--- src/rtl/core/bsc_pkg.sv ---
// shared types, codes and sizes for the banker's safety check unit
package bsc_pkg;

  localparam int NPROC   = 16;
  localparam int NRES    = 4;
  localparam int COUNT_W = 8;
  localparam int PID_W   = $clog2(NPROC);
  localparam int NUM_W   = $clog2(NPROC) + 1;
  localparam int ROW_W   = NRES * COUNT_W;

  typedef logic [COUNT_W-1:0]           cnt_t;
  typedef logic [NRES-1:0][COUNT_W-1:0] row_t;
  typedef logic [PID_W-1:0]             pid_t;
  typedef logic [NUM_W-1:0]             num_t;
  typedef logic [1:0]                   code_t;

  // request kinds
  localparam code_t REQ_SET_FREE = 2'd0;
  localparam code_t REQ_LOAD_ROW = 2'd1;
  localparam code_t REQ_REQUEST  = 2'd2;
  // unused kind, accepted and dropped without a result
  localparam code_t REQ_NONE     = 2'd3;

  // result status codes
  localparam code_t STAT_OK      = 2'd0;
  localparam code_t STAT_ROW_REJ = 2'd1;
  localparam code_t STAT_EXCEEDS = 2'd2;
  localparam code_t STAT_UNSAFE  = 2'd3;

  typedef enum logic [2:0] {
    S_IDLE,
    S_REQ_CHK,
    S_PASS,
    S_PASS_END,
    S_COMMIT,
    S_RESP,
    S_EMIT
  } fsm_t;

endpackage

--- src/rtl/core/bsc_if.sv ---
// valid/ready channel interfaces for items in and results out
interface bsc_in_if;
  logic                  valid;
  logic                  ready;
  bsc_pkg::code_t        req_type;
  bsc_pkg::pid_t         proc_id;
  bsc_pkg::cnt_t         amt0;
  bsc_pkg::cnt_t         amt1;
  bsc_pkg::cnt_t         amt2;
  bsc_pkg::cnt_t         amt3;
  bsc_pkg::cnt_t         max0;
  bsc_pkg::cnt_t         max1;
  bsc_pkg::cnt_t         max2;
  bsc_pkg::cnt_t         max3;

  modport source (output valid, req_type, proc_id, amt0, amt1, amt2, amt3,
                  max0, max1, max2, max3, input ready);
  modport sink   (input valid, req_type, proc_id, amt0, amt1, amt2, amt3,
                  max0, max1, max2, max3, output ready);
endinterface

interface bsc_out_if;
  logic           valid;
  logic           ready;
  bsc_pkg::code_t status;
  bsc_pkg::pid_t  seq_proc;
  logic           last;

  modport source (output valid, status, seq_proc, last, input ready);
  modport sink   (input valid, status, seq_proc, last, output ready);
endinterface

--- src/rtl/core/bsc_ram.sv ---
// generic single-write, single-read ram with registered read data
module bsc_ram #(
  parameter int WIDTH = 32,
  parameter int DEPTH = 16
) (
  input  logic                     clk,
  input  logic                     wr_en,
  input  logic [$clog2(DEPTH)-1:0] wr_addr,
  input  logic [WIDTH-1:0]         wr_data,
  input  logic [$clog2(DEPTH)-1:0] rd_addr,
  output logic [WIDTH-1:0]         rd_data
);

  logic [WIDTH-1:0] mem [DEPTH];

  always_ff @(posedge clk) begin
    if (wr_en) begin
      mem[wr_addr] <= wr_data;
    end
    rd_data <= mem[rd_addr];
  end

endmodule

--- src/rtl/core/bsc_row_eval.sv ---
// fit test of one process row against the work vector, and the work update
module bsc_row_eval (
  input  bsc_pkg::row_t need,
  input  bsc_pkg::row_t alloc,
  input  bsc_pkg::row_t work,
  input  bsc_pkg::row_t amt,
  input  logic          is_pid,
  output logic          fits,
  output bsc_pkg::row_t work_new
);
  import bsc_pkg::*;

  cnt_t             nd  [NRES];
  cnt_t             al  [NRES];
  logic [COUNT_W:0] sum [NRES];

  always_comb begin
    fits = 1'b1;
    for (int r = 0; r < NRES; r++) begin
      // requester row is seen with the request already granted
      nd[r]  = is_pid ? cnt_t'(need[r] - amt[r]) : need[r];
      al[r]  = is_pid ? cnt_t'(alloc[r] + amt[r]) : alloc[r];
      sum[r] = {1'b0, work[r]} + {1'b0, al[r]};
      work_new[r] = sum[r][COUNT_W] ? {COUNT_W{1'b1}} : sum[r][COUNT_W-1:0];
      if (nd[r] > work[r]) begin
        fits = 1'b0;
      end
    end
  end

endmodule

--- src/rtl/core/bankers_safety_check_unit.sv ---
// banker's safety check: set/load items give one result in the cycle after accept
// a request gets bound checks, then passes over the process table (one ram read per
// row), at most n passes; a safe request then emits its order at one item per cycle
// unless the output stalls; one item at a time
// reset clears control, free vector to zero and num_procs to 1; tables not cleared
module bankers_safety_check_unit (
  input  logic                clk,
  input  logic                rst_n,
  input  logic                cfg_we,
  input  logic [4:0]          cfg_wdata,
  bsc_in_if.sink              in_ch,
  bsc_out_if.source           out_ch
);
  import bsc_pkg::*;

  fsm_t  state_r, state_nxt;
  num_t  num_r;
  row_t  free_r, free_nxt;
  pid_t  req_pid_r, req_pid_nxt;
  row_t  req_amt_r, req_amt_nxt;
  row_t  req_alloc_r, req_alloc_nxt;
  row_t  req_need_r, req_need_nxt;
  row_t  work_r, work_nxt;
  logic [NPROC-1:0] done_r, done_nxt;
  pid_t  order_r [NPROC];
  logic  order_we;
  num_t  cnt_r, cnt_nxt;
  pid_t  eval_idx_r, eval_idx_nxt;
  logic  progress_r, progress_nxt;
  code_t resp_r, resp_nxt;
  pid_t  emit_idx_r, emit_idx_nxt;

  logic  out_valid_r;
  code_t out_status_r;
  pid_t  out_proc_r;
  logic  out_last_r;
  logic  push;
  code_t push_status;
  pid_t  push_proc;
  logic  push_last;
  logic  slot_free;

  num_t  n_eff;
  pid_t  n_last;
  row_t  in_amt, in_max;
  logic  in_acc;
  logic  row_bad;
  logic  req_bad;
  logic  emit_last;

  logic  ram_we;
  pid_t  ram_waddr, ram_raddr;
  row_t  alloc_wdata, need_wdata;
  logic [ROW_W-1:0] alloc_rdata, need_rdata;
  row_t  alloc_row, need_row;

  logic  fits;
  row_t  work_new;

  assign in_amt = {in_ch.amt3, in_ch.amt2, in_ch.amt1, in_ch.amt0};
  assign in_max = {in_ch.max3, in_ch.max2, in_ch.max1, in_ch.max0};
  assign alloc_row = row_t'(alloc_rdata);
  assign need_row  = row_t'(need_rdata);

  // clamp register to 1..NPROC
  always_comb begin
    if (num_r == '0) begin
      n_eff = num_t'(1);
    end else if (num_r > num_t'(NPROC)) begin
      n_eff = num_t'(NPROC);
    end else begin
      n_eff = num_r;
    end
  end
  assign n_last = pid_t'(n_eff - num_t'(1));

  assign slot_free    = !out_valid_r || out_ch.ready;
  assign in_ch.ready  = (state_r == S_IDLE) && slot_free;
  assign in_acc       = in_ch.valid && in_ch.ready;
  assign emit_last    = ({1'b0, emit_idx_r} + num_t'(1)) == cnt_r;

  always_comb begin
    row_bad = 1'b0;
    req_bad = 1'b0;
    for (int r = 0; r < NRES; r++) begin
      if (in_max[r] < in_amt[r]) row_bad = 1'b1;
      if (req_amt_r[r] > need_row[r] || req_amt_r[r] > free_r[r]) req_bad = 1'b1;
    end
  end

  bsc_ram #(.WIDTH(ROW_W), .DEPTH(NPROC)) u_alloc_ram (
    .clk     (clk),
    .wr_en   (ram_we),
    .wr_addr (ram_waddr),
    .wr_data (alloc_wdata),
    .rd_addr (ram_raddr),
    .rd_data (alloc_rdata)
  );

  bsc_ram #(.WIDTH(ROW_W), .DEPTH(NPROC)) u_need_ram (
    .clk     (clk),
    .wr_en   (ram_we),
    .wr_addr (ram_waddr),
    .wr_data (need_wdata),
    .rd_addr (ram_raddr),
    .rd_data (need_rdata)
  );

  bsc_row_eval u_eval (
    .need     (need_row),
    .alloc    (alloc_row),
    .work     (work_r),
    .amt      (req_amt_r),
    .is_pid   (eval_idx_r == req_pid_r),
    .fits     (fits),
    .work_new (work_new)
  );

  // next state
  always_comb begin
    state_nxt = state_r;
    case (state_r)
      S_IDLE: begin
        if (in_acc && in_ch.req_type == REQ_REQUEST &&
            {1'b0, in_ch.proc_id} < n_eff) begin
          state_nxt = S_REQ_CHK;
        end
      end
      S_REQ_CHK:  state_nxt = req_bad ? S_RESP : S_PASS;
      S_PASS:     if (eval_idx_r == n_last) state_nxt = S_PASS_END;
      S_PASS_END: begin
        if (cnt_r == n_eff) begin
          state_nxt = S_COMMIT;
        end else if (!progress_r) begin
          state_nxt = S_RESP;
        end else begin
          state_nxt = S_PASS;
        end
      end
      S_COMMIT:   state_nxt = S_EMIT;
      S_RESP:     if (slot_free) state_nxt = S_IDLE;
      S_EMIT:     if (slot_free && emit_last) state_nxt = S_IDLE;
      default:    state_nxt = S_IDLE;
    endcase
  end

  // datapath and ram control
  always_comb begin
    free_nxt      = free_r;
    req_pid_nxt   = req_pid_r;
    req_amt_nxt   = req_amt_r;
    req_alloc_nxt = req_alloc_r;
    req_need_nxt  = req_need_r;
    work_nxt      = work_r;
    done_nxt      = done_r;
    order_we      = 1'b0;
    cnt_nxt       = cnt_r;
    eval_idx_nxt  = eval_idx_r;
    progress_nxt  = progress_r;
    resp_nxt      = resp_r;
    emit_idx_nxt  = emit_idx_r;
    ram_we        = 1'b0;
    ram_waddr     = req_pid_r;
    ram_raddr     = '0;
    alloc_wdata   = in_amt;
    need_wdata    = in_amt;
    push          = 1'b0;
    push_status   = STAT_OK;
    push_proc     = '0;
    push_last     = 1'b1;
    case (state_r)
      S_IDLE: begin
        ram_raddr   = in_ch.proc_id;
        req_pid_nxt = in_ch.proc_id;
        req_amt_nxt = in_amt;
        if (in_acc) begin
          case (in_ch.req_type)
            REQ_SET_FREE: begin
              free_nxt = in_amt;
              push     = 1'b1;
            end
            REQ_LOAD_ROW: begin
              push = 1'b1;
              if (row_bad) begin
                push_status = STAT_ROW_REJ;
              end else begin
                ram_we    = 1'b1;
                ram_waddr = in_ch.proc_id;
                for (int r = 0; r < NRES; r++) begin
                  need_wdata[r] = cnt_t'(in_max[r] - in_amt[r]);
                end
              end
            end
            REQ_REQUEST: begin
              if ({1'b0, in_ch.proc_id} >= n_eff) begin
                push        = 1'b1;
                push_status = STAT_EXCEEDS;
              end
            end
            default: ;
          endcase
        end
      end
      S_REQ_CHK: begin
        resp_nxt      = STAT_EXCEEDS;
        req_alloc_nxt = alloc_row;
        req_need_nxt  = need_row;
        done_nxt      = '0;
        cnt_nxt       = '0;
        eval_idx_nxt  = '0;
        progress_nxt  = 1'b0;
        for (int r = 0; r < NRES; r++) begin
          work_nxt[r] = cnt_t'(free_r[r] - req_amt_r[r]);
        end
      end
      S_PASS: begin
        // read for the following row goes out while this one is evaluated
        ram_raddr    = pid_t'(eval_idx_r + pid_t'(1));
        eval_idx_nxt = pid_t'(eval_idx_r + pid_t'(1));
        if (fits && !done_r[eval_idx_r]) begin
          work_nxt             = work_new;
          done_nxt[eval_idx_r] = 1'b1;
          order_we             = 1'b1;
          cnt_nxt              = num_t'(cnt_r + num_t'(1));
          progress_nxt         = 1'b1;
        end
      end
      S_PASS_END: begin
        resp_nxt     = STAT_UNSAFE;
        eval_idx_nxt = '0;
        progress_nxt = 1'b0;
      end
      S_COMMIT: begin
        ram_we       = 1'b1;
        emit_idx_nxt = '0;
        for (int r = 0; r < NRES; r++) begin
          free_nxt[r]    = cnt_t'(free_r[r] - req_amt_r[r]);
          alloc_wdata[r] = cnt_t'(req_alloc_r[r] + req_amt_r[r]);
          need_wdata[r]  = cnt_t'(req_need_r[r] - req_amt_r[r]);
        end
      end
      S_RESP: begin
        push        = slot_free;
        push_status = resp_r;
      end
      S_EMIT: begin
        push      = slot_free;
        push_proc = order_r[emit_idx_r];
        push_last = emit_last;
        if (slot_free) emit_idx_nxt = pid_t'(emit_idx_r + pid_t'(1));
      end
      default: ;
    endcase
  end

  always_ff @(posedge clk) begin
    if (!rst_n) begin
      state_r     <= S_IDLE;
      num_r       <= num_t'(1);
      free_r      <= '0;
      out_valid_r <= 1'b0;
      done_r      <= '0;
      cnt_r       <= '0;
      progress_r  <= 1'b0;
    end else begin
      state_r    <= state_nxt;
      free_r     <= free_nxt;
      done_r     <= done_nxt;
      cnt_r      <= cnt_nxt;
      progress_r <= progress_nxt;
      if (cfg_we) num_r <= num_t'(cfg_wdata);
      if (push) begin
        out_valid_r <= 1'b1;
      end else if (out_ch.ready) begin
        out_valid_r <= 1'b0;
      end
    end
  end

  always_ff @(posedge clk) begin
    req_pid_r   <= req_pid_nxt;
    req_amt_r   <= req_amt_nxt;
    req_alloc_r <= req_alloc_nxt;
    req_need_r  <= req_need_nxt;
    work_r      <= work_nxt;
    eval_idx_r  <= eval_idx_nxt;
    resp_r      <= resp_nxt;
    emit_idx_r  <= emit_idx_nxt;
    if (order_we) order_r[cnt_r[PID_W-1:0]] <= eval_idx_r;
    if (push) begin
      out_status_r <= push_status;
      out_proc_r   <= push_proc;
      out_last_r   <= push_last;
    end
  end

  assign out_ch.valid    = out_valid_r;
  assign out_ch.status   = out_status_r;
  assign out_ch.seq_proc = out_proc_r;
  assign out_ch.last     = out_last_r;

endmodule

--- src/flat_wrapper.sv ---
// flat-port wrapper written by rule: the top's interface ports become plain ports
module bankers_safety_check_unit_flat import bsc_pkg::*;
  (clk, rst_n, cfg_we, cfg_wdata, in_ch_valid, in_ch_req_type, in_ch_proc_id, in_ch_amt0, in_ch_amt1, in_ch_amt2, in_ch_amt3, in_ch_max0, in_ch_max1, in_ch_max2, in_ch_max3, in_ch_ready, out_ch_valid, out_ch_status, out_ch_seq_proc, out_ch_last, out_ch_ready);
  bsc_in_if in_ch_i ();
  bsc_out_if out_ch_i ();
  input  logic clk;
  input  logic rst_n;
  input  logic cfg_we;
  input  logic [4:0] cfg_wdata;
  input wire logic [$bits(in_ch_i.valid)-1:0] in_ch_valid;
  input wire logic [$bits(in_ch_i.req_type)-1:0] in_ch_req_type;
  input wire logic [$bits(in_ch_i.proc_id)-1:0] in_ch_proc_id;
  input wire logic [$bits(in_ch_i.amt0)-1:0] in_ch_amt0;
  input wire logic [$bits(in_ch_i.amt1)-1:0] in_ch_amt1;
  input wire logic [$bits(in_ch_i.amt2)-1:0] in_ch_amt2;
  input wire logic [$bits(in_ch_i.amt3)-1:0] in_ch_amt3;
  input wire logic [$bits(in_ch_i.max0)-1:0] in_ch_max0;
  input wire logic [$bits(in_ch_i.max1)-1:0] in_ch_max1;
  input wire logic [$bits(in_ch_i.max2)-1:0] in_ch_max2;
  input wire logic [$bits(in_ch_i.max3)-1:0] in_ch_max3;
  output wire logic [$bits(in_ch_i.ready)-1:0] in_ch_ready;
  output wire logic [$bits(out_ch_i.valid)-1:0] out_ch_valid;
  output wire logic [$bits(out_ch_i.status)-1:0] out_ch_status;
  output wire logic [$bits(out_ch_i.seq_proc)-1:0] out_ch_seq_proc;
  output wire logic [$bits(out_ch_i.last)-1:0] out_ch_last;
  input wire logic [$bits(out_ch_i.ready)-1:0] out_ch_ready;
  assign in_ch_i.valid = in_ch_valid;
  assign in_ch_i.req_type = in_ch_req_type;
  assign in_ch_i.proc_id = in_ch_proc_id;
  assign in_ch_i.amt0 = in_ch_amt0;
  assign in_ch_i.amt1 = in_ch_amt1;
  assign in_ch_i.amt2 = in_ch_amt2;
  assign in_ch_i.amt3 = in_ch_amt3;
  assign in_ch_i.max0 = in_ch_max0;
  assign in_ch_i.max1 = in_ch_max1;
  assign in_ch_i.max2 = in_ch_max2;
  assign in_ch_i.max3 = in_ch_max3;
  assign in_ch_ready = in_ch_i.ready;
  assign out_ch_valid = out_ch_i.valid;
  assign out_ch_status = out_ch_i.status;
  assign out_ch_seq_proc = out_ch_i.seq_proc;
  assign out_ch_last = out_ch_i.last;
  assign out_ch_i.ready = out_ch_ready;
  bankers_safety_check_unit u_core (.clk(clk), .rst_n(rst_n), .cfg_we(cfg_we), .cfg_wdata(cfg_wdata), .in_ch(in_ch_i), .out_ch(out_ch_i));
endmodule
--- config.mk ---
export PLATFORM = sky130hd
export DESIGN_NAME = bankers_safety_check_unit_flat
export DESIGN_NICKNAME = d
export VERILOG_FILES = /design/src/rtl/core/bsc_pkg.sv /design/src/rtl/core/bsc_if.sv /design/src/rtl/core/bsc_ram.sv /design/src/rtl/core/bsc_row_eval.sv /design/src/rtl/core/bankers_safety_check_unit.sv /design/src/flat_wrapper.sv
export SDC_FILE = /design/constraint.sdc
export NUM_CORES = 2
export LEC_CHECK = 0
export BUFFER_PORTS_ARGS = -buffer_cell sky130_fd_sc_hd__buf_4
export CORE_MARGIN = 5
export CORE_UTILIZATION = 45
export DETAILED_ROUTE_END_ITERATION = 12
export PLACE_DENSITY = 0.64
export SLEW_MARGIN = 20
export SYNTH_ARGS = -nofsm -noshare
export SYNTH_HDL_FRONTEND = slang
export SYNTH_SLANG_ARGS = --single-unit
--- constraint.sdc ---
create_clock -name clk -period 13.6 [get_ports clk]
set_input_delay 2.72 -clock clk [delete_from_list [all_inputs] [get_ports clk]]
set_output_delay 2.72 -clock clk [all_outputs]
set_load 0.005 [all_outputs]
=== After elaboration in Yosys (flattened, before gate mapping) ===
Memory sizes are Yosys's and may differ from the RTL's. A register that Yosys moved wholly into a read port is not among the register bits.
Index checks and enable logic that the tools add are counted.

* Add/sub/neg operators: 33
* Order comparisons: 21
* Bitwise operators: 1
* Reduce and logical (&&, ||, !) cells: 32
* Multiplexer cells: 84
* Equality and inequality tests: 20

{| class="wikitable"
|+ Operators with widths
! kind !! count
|-
| $mux 32 || 7
|-
| $pmux 32 s2 || 3
|-
| $sub 8x8->8 || 16
|-
| $gt 8x8->1 || 12
|-
| $mux 8 || 12
|-
| $add 8x8->8 || 8
|-
| $add 8x8->9 || 4
|-
| $lt 8x8->1 || 4
|-
| $pmux 16 s2 || 1
|-
| $mux 1 || 29
|-
| $pmux 4 s2 || 3
|-
| $mux 3 || 7
|-
| $pmux 3 s7 || 1
|-
| $mux 4 || 5
|-
| $mux 16 || 1
|-
| $or 16x16->16 || 1
|-
| $mux 5 || 3
|-
| $ne 2x1->1 const B || 6
|-
| $pmux 2 s2 || 3
|-
| $reduce_bool 2->1 || 6
|-
| $eq 5x5->1 || 2
|-
| $pmux 5 s2 || 1
|-
| $eq 3x3->1 const B || 3
|-
| $add 4x1->4 const B || 2
|-
| 28 further kinds || 51
|}

* Input bits: 80
* Memories: 3
* Output and inout port bits: 9
* Flip-flop bits (word level): 208
* Bits in writable memories: 1088
* Logic and storage cells: 226

{| class="wikitable"
|+ Memory list
! name !! words !! bits a word !! read ports !! clocked after memory_dff !! write ports !! RTL line !! RTL
|-
| u_core.u_alloc_ram.mem || 16 || 32 || 1 || 1 || 1 || bsc_ram.sv:14 || <nowiki>logic [WIDTH-1:0] mem [DEPTH];</nowiki>
|-
| u_core.u_need_ram.mem || 16 || 32 || 1 || 1 || 1 || bsc_ram.sv:14 ||
|-
| u_core.order_r || 16 || 4 || 1 || 1 || 1 || bankers_safety_check_unit.sv:25 || <nowiki>pid_t order_r [NPROC];</nowiki>
|}

=== Longest topological paths before layout ===
* Word-level depth: 12
* Gate-level depth with buffers: 21

=== Cells and area by module ===
From an unflattened synthesis, not the netlist that was laid out.

* Cell total of the unflattened synthesis: 4078
* Area, all modules: 62297.2 µm²

{| class="wikitable"
|+ By module, submodules not included
! module !! cells each !! instances !! area an instance (µm²)
|-
| bsc_ram || 838 || 2 || 19835.3
|-
| bankers_safety_check_unit || 1688 || 1 || 17295.3
|-
| bsc_row_eval || 714 || 1 || 5331.4
|}

=== Least setup slack after synthesis ===
Ideal clock, no wire load.

* Path type: input to register
* Start point: in in_ch_max3[0]
* End point: mem u_core.u_alloc_ram.mem[3][0], enable pin
* Library setup time: 0.585 ns
* Arrival: 9.419 ns
* Cell stages on the path: 11
* Slack: 3.595 ns
* Cell sequence: inv_1 > ha_1 > inv_1 > fa_1 > a21oi_1 > o21ai_0 > o21ai_0 > a2111o_1 > nor3_2 > nand3_1 > o32ai_1

* Cells in the longest elaborated chain, start to end: 8
* Elaborated cells between the ends (all ways): 12

{| class="wikitable"
|+ RTL lines
! what !! RTL line !! RTL
|-
| start: declaration || flat_wrapper.sv:20 || <nowiki>input wire logic [$bits(in_ch_i.max3)-1:0] in_ch_max3;</nowiki>
|-
| $lt 8x8->1 (*) || bankers_safety_check_unit.sv:86 || <nowiki>if (in_max[r] < in_amt[r]) row_bad = 1'b1;</nowiki>
|-
| $mux 1 (*) || bankers_safety_check_unit.sv:86 ||
|-
| $mux 1 || bankers_safety_check_unit.sv:184 || <nowiki>if (row_bad) begin</nowiki>
|-
| $mux 1 || bankers_safety_check_unit.sv:177 || <nowiki>case (in_ch.req_type)</nowiki>
|-
| $mux 1 || bankers_safety_check_unit.sv:176 || <nowiki>if (in_acc) begin</nowiki>
|-
| $pmux 1 s2 || bankers_safety_check_unit.sv:171 || <nowiki>case (state_r)</nowiki>
|-
| $mux 1 || bsc_ram.sv:17 || <nowiki>if (wr_en) begin</nowiki>
|-
| $mux 1 (not written as such) || bsc_ram.sv:18 || <nowiki>mem[wr_addr] <= wr_data;</nowiki>
|-
| end: declaration || bsc_ram.sv:14 ||
|}

Every way passes the cells marked *; elsewhere a longest branch is shown, timed or not.

=== Final worst setup path ===
* Start point: in in_ch_max3[0]
* End point: mem u_core.u_alloc_ram.mem[3][19], enable pin

The elaborated chain is that of the path after synthesis.

==> run_summary.xml <==
<?xml version="1.0" encoding="UTF-8"?>
<metrics>
  <group name="clock_network">
    <metric name="depth_of_the_cts_h_tree" unit="">4</metric>
    <metric name="cts.root.buffer_cell" unit="">clkbuf_16</metric>
    <metric name="clkSlewWorstSetupHoldPaths" unit="ps">60</metric>
    <metric name="cts_tree" unit="">done</metric>
    <metric name="cts_buffer_depth" unit="">3</metric>
    <metric name="ctsResizeCount" unit="">0</metric>
    <metric name="cts_made_buffers" unit="">141</metric>
    <metric name="post-cts-setup-buffer-count" unit="">0</metric>
    <metric name="cts_hold_buf" unit="">0</metric>
    <metric name="insertion_delay" unit="ps">770</metric>
    <metric name="cts.sinks" unit="">1363</metric>
  </group>
  <group name="floorplanning">
    <metric name="fp.dieArea" unit="mm^2">0.147</metric>
    <metric name="io_pins" unit="">89</metric>
    <metric name="die_width" unit="um">384</metric>
    <metric name="row_count" unit="">137</metric>
    <metric name="core_area" unit="mm^2">0.139</metric>
    <metric name="initial_core_util" unit="">0.452</metric>
    <metric name="dieHeight" unit="um">384</metric>
  </group>
  <group name="grt">
    <metric name="globalRoute.totalOverflow" unit="">0</metric>
    <metric name="grt_use_total" unit="">0.227</metric>
    <metric name="first_pass_grt_wire_length" unit="um">253000</metric>
    <metric name="vias_in_the_first_global_route" unit="">40000</metric>
    <metric name="initial_antenna_violation_count" unit="">5</metric>
    <metric name="grt_start_max_net_pins" unit="">189</metric>
  </group>
  <group name="pwr">
    <metric name="max-vdd-ir-drop" unit="mV">0.152</metric>
    <metric name="leak" unit="nW">25.1</metric>
    <metric name="power-per-cell-area" unit="mW/mm^2">239</metric>
  </group>
  <group name="finish">
    <metric name="layout.core_utilization" unit="">0.507</metric>
    <metric name="num-nets-final" unit="">5581</metric>
    <metric name="layout.filler_cells" unit="">11900</metric>
    <metric name="share_of_final_layout_standard_cells_stronger_than_drive_strength_1" unit="">0.0935</metric>
    <metric name="final-seq-area" unit="mm^2">0.0397</metric>
    <metric name="flow.area_growth_from_synthesis" unit="%">12.3</metric>
    <metric name="multiInputGateArea" unit="mm^2">0.0217</metric>
  </group>
  <group name="yosys">
    <metric name="synth_top_area_cell" unit="">edfxtp_1</metric>
    <metric name="synth_cell_types" unit="">76</metric>
    <metric name="synth_edf_count" unit="">1236</metric>
    <metric name="synth_sequential_area_ratio" unit="">0.631</metric>
    <metric name="yosysWarnings" unit="">0</metric>
    <metric name="synth_nets" unit="">5525</metric>
    <metric name="synth-seq-cells" unit="">1363</metric>
    <metric name="postSynthCellCount" unit="">5155</metric>
    <metric name="postSynthAreaPerCell" unit="um^2">12.2</metric>
    <metric name="postSynth.asyncResetShare" unit="">0</metric>
    <metric name="synthTopCellsByArea" unit="">edfxtp_1 (59%), nand2_1 (5.2%), ha_1 (5.2%)</metric>
    <metric name="synth_top_area_frac" unit="">0.590</metric>
    <metric name="synthesis.area" unit="mm^2">0.0629</metric>
    <metric name="yosys_most_used_dff" unit="">edfxtp_1</metric>
  </group>
  <group name="timing">
    <metric name="setup_viol_count_final" unit="">0</metric>
    <metric name="timing_worst_slew_pin_value" unit="ps">1080</metric>
    <metric name="hold_viol" unit="">0</metric>
    <metric name="fin_crit_sh" unit="">0.527</metric>
    <metric name="fin_crit" unit="ps">7160</metric>
    <metric name="clock.fmax" unit="GHz">0.140</metric>
    <metric name="grt_setup_unrepaired" unit="">false</metric>
    <metric name="setup-tns-final" unit="ps">0</metric>
    <metric name="worst_slew_margin_rel" unit="">0.280</metric>
    <metric name="clock_skew" unit="ps">22.7</metric>
    <metric name="final_max_slew_viol_count" unit="">0</metric>
    <metric name="fin_hold_ws" unit="ps">468</metric>
  </group>
  <group name="placed_design">
    <metric name="place_hpwl" unit="um">107000</metric>
    <metric name="gp_congestion" unit="">0.889</metric>
    <metric name="numPortBuffers" unit="">88</metric>
  </group>
  <group name="routing">
    <metric name="drtIter0Drc" unit="">4442</metric>
    <metric name="vias" unit="">42000</metric>
    <metric name="drt-wirelength-per-cell" unit="um">23.6</metric>
    <metric name="route.final.wire_length" unit="um">170000</metric>
    <metric name="drt_first_pass_iters" unit="">6</metric>
    <metric name="remaining_drc_errors" unit="">0</metric>
    <metric name="vias_per_cell" unit="">5.82</metric>
    <metric name="antenna_left" unit="">0</metric>
  </group>
  <group name="setup_path">
    <metric name="worstPathMaxFanout" unit="">53</metric>
    <metric name="path_class" unit="">primary input to flip-flop</metric>
    <metric name="cp-end-kind" unit="">flip-flop</metric>
    <metric name="critical_path_required" unit="ps">13980</metric>
    <metric name="cp-start-kind" unit="">primary input</metric>
    <metric name="timing.critical_path.arrival" unit="ps">7540</metric>
  </group>
  <group name="worst_hold_path">
    <metric name="hold_class" unit="">flip-flop to flip-flop</metric>
  </group>
  <group name="outcome">
    <metric name="status" unit="">finished clean</metric>
  </group>
  <group name="job">
    <metric name="max-cap-violations" unit="">0</metric>
  </group>
</metrics>
## cell usage in the layout (no fill, tap or decap), types with 149 or more instances in the layout
cell type	netlist	final
and2_1	201	200
nand2_1	879	875
clkbuf_16	0	149
buf_4	0	198
ha_1	262	262
inv_1	169	168
edfxtp_1	1236	1236
a21oi_1	266	263
o21ai_0	183	171
nor2_1	245	243
a211oi_1	309	307
## path summary, 6_finish.rpt
path	start	endpoint	slack, ps	cells after the start
hold / removal	u_core.done_r[10]$_SDFFE_PN0P_	u_core.done_r[10]$_SDFFE_PN0P_	470	2
setup / recovery	in_ch_max3[0]	u_core.u_alloc_ram.mem[3][19]$_DFFE_PP_	6440	14
hold reg to reg	u_core.done_r[10]$_SDFFE_PN0P_	u_core.done_r[10]$_SDFFE_PN0P_	470	2
setup reg to reg	u_core.req_amt_r[25]$_DFFE_PP_	u_core.work_r[23]$_DFFE_PP_	7460	19
## per-stage QoR
step | setup slack [ps] | instance area, um^2 | total power, mW | instances
after CTS | 6580 | 70600 | 16.9 | 7202
after floorplan | 3600 | 62900 | 10.7 | 5155
after global placement | 5810 | 65900 | 12.9 | 6944
after global routing | 6330 | 70600 | 17.9 | 7204
after detailed placement | 5780 | 65900 | 13.0 | 6944
final | 6440 | 70600 | 16.9 | 7208
## power breakdown
group	internal (mW)	switching [mW]	total, mW
registers	5.52	0.405	5.92
logic	2.47	4.62	7.09
clock network	2.28	1.62	3.90
## logic make-up (layout without fill, tap and decap cells)
| family | Yosys count | after routing | share of synthesized area |
|---|---|---|---|
| and+or+nand+nor | 1576 | 1576 | 0.111 |
| DFF | 1363 | 1363 | 0.631 |
| AOI/OAI and AO/OA | 1248 | 1248 | 0.132 |
| buffers and inverters | 460 | 631 | 0.0283 |
| adders and majority gates | 290 | 290 | 0.0611 |
| xor gates and xnor gates | 169 | 169 | 0.0235 |
| muxes | 49 | 49 | 0.0131 |
| other | 0 | 6 | 0 |
## critical path, cell delays in order
cell and delay (ps):
buf_4 80, inv_1 60, ha_1 220, inv_1 70
fa_1 210, a21oi_1 90, o21ai_0 240, o21ai_0 350
a2111o_1 580, nor3_4 170, buf_4 430, nand3_1 450
o32ai_4 900, buf_4 870
## cells in the mapped netlist, drive strengths merged (13+ instances only)
library cell and count:
edfxtp 1236, nand2 879, a211oi 309, a21oi 266
ha 262, clkbuf 249, nor2 246, and2 201
o21ai 184, inv 170, a31oi 148, a311oi 128
dfxtp 127, xnor2 101, xor2 68, nor3 57
nand2b 56, nor2b 53, a21o 51, buf 40
a22oi 32, fa 28, nand3 26, mux4 25
o21a 23, o22ai 17, mux2 16, o31ai 16
or3 16, o221ai 13
## routing by layer
layer,GRT usage,wire length (um)
met1,0.326,73900
met2,0.350,77300
met3,0.0412,13800
met5,0,12
met4,0.0730,4920
## final cells by class
type | instances | area share
diodes | 6 | 0.000213
clock buffers | 181 | 0.0552
clock inverters | 77 | 0.0108
inverters | 171 | 0.00911
multi-input cells | 3332 | 0.308
flip-flops and latches | 1363 | 0.562
well taps | 1876 | 0.0332
repair buffers | 202 | 0.0222
Power figures use the tool's default switching activity.
